`src/hw/rtl/tfi_pkg.sv`:
```
// shared types, constants and helper functions of the tlsf free list index block
package tfi_pkg;

  // size classing
  localparam int SIZE_BITS      = 32;
  localparam int FL_SHIFT       = 9;
  localparam int SL_BITS        = 4;
  localparam int FL_COUNT       = 23;
  localparam int COUNT_BITS_DEF = 16;

  localparam int SL_COUNT     = 1 << SL_BITS;
  localparam int FL_W         = $clog2(FL_COUNT);
  localparam int SL_W         = SL_BITS;
  localparam int SUM_W        = SIZE_BITS + 1;
  localparam int MSB_W        = $clog2(SUM_W);
  localparam int FLX_W        = MSB_W;
  localparam int FL_MIN_LOG2  = FL_SHIFT + 1;
  localparam int SL_MIN_LOG2  = FL_SHIFT + 1 - SL_BITS;
  localparam int FL_LIMIT     = (FL_COUNT < SIZE_BITS - FL_SHIFT) ? FL_COUNT
                                                                  : SIZE_BITS - FL_SHIFT;
  localparam int CLASS_COUNT  = FL_COUNT * SL_COUNT;
  localparam int ADDR_W       = $clog2(CLASS_COUNT);

  // configuration registers
  localparam int              HEADER_W       = 8;
  localparam logic [7:0]      HEADER_RESET   = 8'd16;
  localparam int              PADDR_W        = 3;
  localparam logic            CFG_IDX_HEADER = 1'b0;

  typedef enum logic [1:0] {
    CMD_INSERT = 2'd0,
    CMD_REMOVE = 2'd1,
    CMD_FIT    = 2'd2,
    CMD_NONE   = 2'd3
  } cmd_t;

  typedef enum logic [1:0] {
    ST_OK        = 2'd0,
    ST_NO_FIT    = 2'd1,
    ST_EMPTY     = 2'd2,
    ST_SATURATED = 2'd3
  } status_t;

  typedef struct packed {
    cmd_t        cmd;
    logic [31:0] block_size;
  } in_item_t;

  typedef struct packed {
    logic [4:0] first_level;
    logic [3:0] second_level;
    status_t    status;
  } out_item_t;

  // target class from the classifier
  typedef struct packed {
    logic [FL_W-1:0] fl;
    logic [SL_W-1:0] sl;
    logic            ok;
  } class_t;

  // class picked by the bitmap stage; nz marks a non-empty class
  typedef struct packed {
    logic            nz;
    logic [FL_W-1:0] fl;
    logic [SL_W-1:0] sl;
  } hit_t;

  // bitmap update from the count stage
  typedef struct packed {
    logic            set;
    logic            clr;
    logic [FL_W-1:0] fl;
    logic [SL_W-1:0] sl;
  } map_upd_t;

  // index of the highest set bit
  function automatic logic [MSB_W-1:0] top_bit(input logic [SUM_W-1:0] v);
    logic [MSB_W-1:0] r;
    r = '0;
    for (int i = 0; i < SUM_W; i++) begin
      if (v[i]) r = MSB_W'(i);
    end
    return r;
  endfunction

  // index of the lowest set bit over first levels
  function automatic logic [FL_W-1:0] ffs_fl(input logic [FL_COUNT-1:0] v);
    logic [FL_W-1:0] r;
    r = '0;
    for (int i = FL_COUNT - 1; i >= 0; i--) begin
      if (v[i]) r = FL_W'(i);
    end
    return r;
  endfunction

  // index of the lowest set bit over second levels
  function automatic logic [SL_W-1:0] ffs_sl(input logic [SL_COUNT-1:0] v);
    logic [SL_W-1:0] r;
    r = '0;
    for (int i = SL_COUNT - 1; i >= 0; i--) begin
      if (v[i]) r = SL_W'(i);
    end
    return r;
  endfunction

endpackage

```
`src/hw/rtl/tfi_classify.sv`:
```
// size to class mapping with round-up for fit requests
module tfi_classify
  import tfi_pkg::*;
(
  input  cmd_t             cmd,
  input  logic [SUM_W-1:0] value,
  output class_t           cls
);

  logic             big;
  logic [MSB_W-1:0] msb;
  logic [MSB_W-1:0] shamt;
  logic [SUM_W-1:0] shifted;
  logic [SUM_W-1:0] low_bits;
  logic [SL_W-1:0]  sl0;
  logic             low_nz;
  logic             carry;
  logic [FLX_W-1:0] fl_ext;
  logic [FLX_W-1:0] fl_up;

  // leading one and the subclass bits below it
  always_comb begin
    big      = |value[SUM_W-1:FL_MIN_LOG2];
    msb      = top_bit(value);
    shamt    = big ? (msb - MSB_W'(SL_BITS)) : MSB_W'(SL_MIN_LOG2);
    shifted  = value >> shamt;
    sl0      = shifted[SL_W-1:0];
    low_bits = value & ~({SUM_W{1'b1}} << shamt);
    low_nz   = |low_bits;
    fl_ext   = big ? (msb - MSB_W'(FL_SHIFT)) : '0;
    carry    = low_nz && (sl0 == {SL_W{1'b1}});
    fl_up    = fl_ext + FLX_W'(carry);
  end

  // fit rounds up to the next class, insert and remove clamp to the top class
  always_comb begin
    if (cmd == CMD_FIT) begin
      cls.fl = fl_up[FL_W-1:0];
      cls.sl = sl0 + SL_W'(low_nz);
      cls.ok = !value[SUM_W-1] && (fl_up < FLX_W'(FL_LIMIT));
    end else if (fl_ext >= FLX_W'(FL_COUNT)) begin
      cls.fl = FL_W'(FL_COUNT - 1);
      cls.sl = {SL_W{1'b1}};
      cls.ok = 1'b1;
    end else begin
      cls.fl = fl_ext[FL_W-1:0];
      cls.sl = sl0;
      cls.ok = 1'b1;
    end
  end

endmodule

```
`config.mk`:
```
export PLATFORM = sky130hd
export DESIGN_NAME = tfi_classify
export DESIGN_NICKNAME = d
export VERILOG_FILES = /design/src/hw/rtl/tfi_pkg.sv /design/src/hw/rtl/tfi_classify.sv
export SDC_FILE = /design/constraint.sdc
export NUM_CORES = 1
export LEC_CHECK = 0
export BUFFER_PORTS_ARGS = -buffer_cell sky130_fd_sc_hd__buf_2
export CAP_MARGIN = 20
export CORE_AREA = 3 3 87 56
export DETAILED_ROUTE_END_ITERATION = 7
export DIE_AREA = 0 0 90 59
export GPL_ROUTABILITY_DRIVEN = 0
export GPL_TIMING_DRIVEN = 0
export PLACE_DENSITY = 0.8
export SETUP_SLACK_MARGIN = 0.3
export SYNTH_ARGS = -nofsm -noshare
export SYNTH_HDL_FRONTEND = slang
export SYNTH_SLANG_ARGS = --single-unit
```
`constraint.sdc`:
```
create_clock -name vclk -period 9.16
set_input_delay 2.29 -clock vclk [all_inputs]
set_output_delay 2.29 -clock vclk [all_outputs]
set_load 0.005 [all_outputs]
```
Yosys cells after proc, flatten, opt, wreduce, memory -nomap -nowiden

Cells that the tools add are included.

$add $sub $neg: 4
Multiply operators: 0
Div/mod/pow operators: 0
Order comparisons: 2
Eq/ne operators: 2
Shift operators: 2
Mux-type cells: 36
Bitwise gates (word level): 2
Reductions and logical operators: 5

Operator list:

| cell                                                                                 | count |
|---|---|
| 6-bit two-way mux                                                                    | 33 |
| 33-bit bitwise AND                                                                   | 1 |
| 33-bit inverter                                                                      | 1 |
| 33-bit OR reduction                                                                  | 1 |
| 33-bit by 6-bit << shifter with 33-bit output (first input constant)                 | 1 |
| 33-bit by 6-bit >> shifter with 4-bit output                                         | 1 |
| 23-bit OR reduction                                                                  | 1 |
| 10-bit two-way mux                                                                   | 2 |
| 6-bit by 1-bit adder with 6-bit output                                               | 1 |
| 6-bit by 5-bit greater-or-equal comparator with 1-bit output (second input constant) | 1 |
| 6-bit by 5-bit less-than comparator with 1-bit output (second input constant)        | 1 |
| 6-bit by 3-bit subtractor with 6-bit output (second input constant)                  | 1 |
| 6-bit by 4-bit subtractor with 6-bit output (second input constant)                  | 1 |
| 4-bit by 1-bit adder with 4-bit output                                               | 1 |
| 4-bit equality test (second input constant)                                          | 1 |
| 2-bit equality test (second input constant)                                          | 1 |
| 1-bit logical AND                                                                    | 2 |
| 1-bit zero test                                                                      | 1 |
| 1-bit two-way mux                                                                    | 1 |

Register bits after elaboration: 0
Latch bits: 0
Memory bits (writable): 0
ROM bits: 0
Bits of input ports: 35
Output and inout bits: 10
Word-level logic and storage cells: 53
Memories kept: 0

Logic depth before layout (Yosys ltp)

Depth after elaboration: 43
Depth in mapped cells: 25
Mapped depth without buffers: 23

Worst setup path before layout

No wires, ideal clock.

Kind: input to output
Start point: input port value[14]
End point: output port cls[0] (netlist name)
Arrival: 6862 ps
Data required time: 6870 ps
Slack: 8 ps
Cell stages on the path: 24
Path buffers: 3
Path through: buf_2 or4_1 or3_4 o311ai_0 a31oi_1 ha_1 clkbuf_1 nor2b_1 clkbuf_1 a21o_1 nand2_1 nand4_1 a2111oi_2 o211ai_1 nor3_2 nor4_1 ha_1 ha_1 xor2_1 nand3b_1 nor3b_1 nor3_1 a211oi_1 o21ai_0

RTL lines:

| what            | line              | text |
|---|---|---|
| start, declared | tfi_classify.sv:6 | `input logic [SUM_W-1:0] value,` |
| end, declared   | tfi_classify.sv:7 | `output class_t cls` |

==> results_dict.tcl <==
set metrics [dict create \
    coreArea_um2 4100 \
    drive_gt1_frac 0.308 \
    portBuffers 39 \
    syn-num-nets 386 \
    cp_common_cell "buf_2" \
    setup.worst_path.end_class "output pin" \
    grt_pass1_wl_um 15300 \
    regArea_um2 0 \
    row_count 18 \
    area_growth_pct 35.1 \
    n_antenna_cell 0 \
    worstMarginPinSlew_ns 0.994 \
    min_period_ns 9.40 \
    required_ns 6.87 \
    cap_violations 0 \
    drt_iter0_markers 808 \
    violations "design-rule violations, negative setup slack" \
    grt_max_degree 11 \
    cp.depth 24 \
    synth_cells 343 \
    overflow 0 \
    syn_avg_cell_area_um2 6.30 \
    cts_hold_buf 0 \
    power_density_nw_per_um2 71.1 \
    start_kind "input pin" \
    grtUsageTotal 0.354 \
    hold_class "input pin to output pin" \
    antenna_found_initial 0 \
    holdPathStages 4 \
    maxSlewViolCount 0 \
    dieArea_um2 5310 \
    report.final.setup_viol 1 \
    crit_arrival_ns 7.11 \
    die_h_um 59 \
    post-place-ws_ns -0.703 \
    cp_max_fo 10 \
    cpLargestDelayFamily "compound AO/OA/AOI/OAI gates" \
    yosysSeqAreaShare 0 \
    seq_cells 0 \
    crit_buf_inv 6 \
    yosys_warnings 0 \
    power.leakage_uw 0.00108 \
    nNetsFinal 447 \
    wl_per_cell_um 22.6 \
    final.setup.worst_slack_ns -0.237 \
    slowest_stage "or4_1" \
    totalNegativeSetupSlack_ns -0.237 \
    io_pins 45 \
    finalCritPeriodShare 1.03 \
    max-slew-margin-rel 0.332 \
    start_util 0.527 \
    finalPower_uw 208 \
    fp.dieW_um 90 \
    syn_area_um2 2160 \
    drc_errors 76 \
    fillers 334 \
    timing.fmax_mhz 106 \
    nClkBuffers 0 \
    synth_cell_types 66 \
    via_count 3496 \
    cp_slowest_stage_delay_ns 0.56 \
    grt_pass1_vias 3057 \
    ir_drop_mv 0.0478 \
    via_per_inst 7.57 \
    path_class "input pin to output pin" \
    cp_cell_sequence "buf_2 -> or4_1 -> a311oi_2 -> o21a_2 -> buf_4 -> or3_1 -> buf_2 -> buf_2 -> nor2_1 -> buf_4 -> a21oi_1 -> o22ai_1 -> o41ai_1 -> a21oi_1 -> nor4_2 -> ha_2 -> ha_4 -> xor2_2 -> nand3b_1 -> nor3b_2 -> nor3_1 -> a211oi_1 -> o21ai_1 -> buf_2" \
    dr.pass1.iters 8 \
    finalHoldViolCount 0 \
    rsz0062_at_grt "true" \
    hpwl_um 7200 \
    multi_input_area_um2 2250 \
    outcome "complete, but fails checks" \
    routed_wl_um 10500 \
    ant_nets 0 \
]
-- per-layer routing --
layer / wire (um) / up-vias / global-route usage / part of all wire
met5: 37 / - / 0.0370 / 0.0035
met4: 504 / 4 / 0.100 / 0.048
met3: 2050 / 102 / 0.156 / 0.20
met2: 4020 / 360 / 0.523 / 0.38
met1: 3850 / 1543 / 0.467 / 0.37
li1: - / 1487 / - / -
-- layout make-up --
| cell class | count | area share |
|---|---|---|
| Multi-Input combinational cell | 301 | 0.770 |
| Timing Repair Buffer | 59 | 0.125 |
| Buffer | 29 | 0.0608 |
| Tap cell | 60 | 0.0257 |
| Inverter | 13 | 0.0180 |
-- cell usage after synthesis (8+ instances only) --
| master | instances | area [um2] |
|---|---|---|
| a21oi_1 | 17 | 85.1 |
| inv_1 | 12 | 45.0 |
| a31oi_1 | 8 | 50.1 |
| o21ai_0 | 29 | 145 |
| a221o_1 | 8 | 80.1 |
| nor3_1 | 12 | 60.1 |
| buf_2 | 10 | 50.1 |
| nor4_1 | 9 | 56.3 |
| a221oi_1 | 8 | 70.1 |
| a22oi_1 | 12 | 90.1 |
| o211ai_1 | 8 | 60.1 |
| nor2_1 | 29 | 109 |
| nand2_1 | 26 | 97.6 |
| clkbuf_1 | 16 | 60.1 |
| ha_1 | 8 | 100 |
-- layout by cell type (no fill, tap or decap), drive strengths merged, types with 9 or more instances in the layout --
cell type  count
nor4           9
nand2         27
nor3          13
a31oi          9
nor2          30
a21oi         17
clkbuf        15
o21ai         32
buf           73
inv           12
a22oi         12
-- where the power goes --
| group | internal, uW | switching [uW] |
|---|---|---|
| Combinational | 83.8 | 124 |
| Sequential | 0 | 0 |
| Clock | 0 | 0 |
| Total | 83.8 | 124 |
-- path summary, 6_finish.rpt --
kind	start	end
min	cmd[0]	cls[0]
max	value[7]	cls[0]
-- per-stage QoR --
step                instances  utilization  instance area [um2]  hold slack [ns]
global placement          442        0.606                 2480             4.98
global route              462        0.712                 2920             5.10
CTS                       453        0.661                 2710             5.00
floorplan                 343            -                 2210             4.74
detailed placement        442        0.606                 2480             5.00
finish                    462        0.712                 2920             5.04
-- kinds of logic after synthesis --
group / count (synthesis) / share of synthesized area
compound gates: 150 / 0.500
simple gates: 131 / 0.318
buf+inv: 42 / 0.0827
fa+ha+maj: 9 / 0.0509
xor+xnor: 6 / 0.0243
mux: 5 / 0.0237
-- what timing repair did --
item,CTS,global route
hold endpoints to repair,0,0
pin swaps,16,8
endpoints found under the setup margin,9,10
buffers inserted,11,9
resized for setup,28,41
Note: power is estimated with default switching activity, not from simulation.
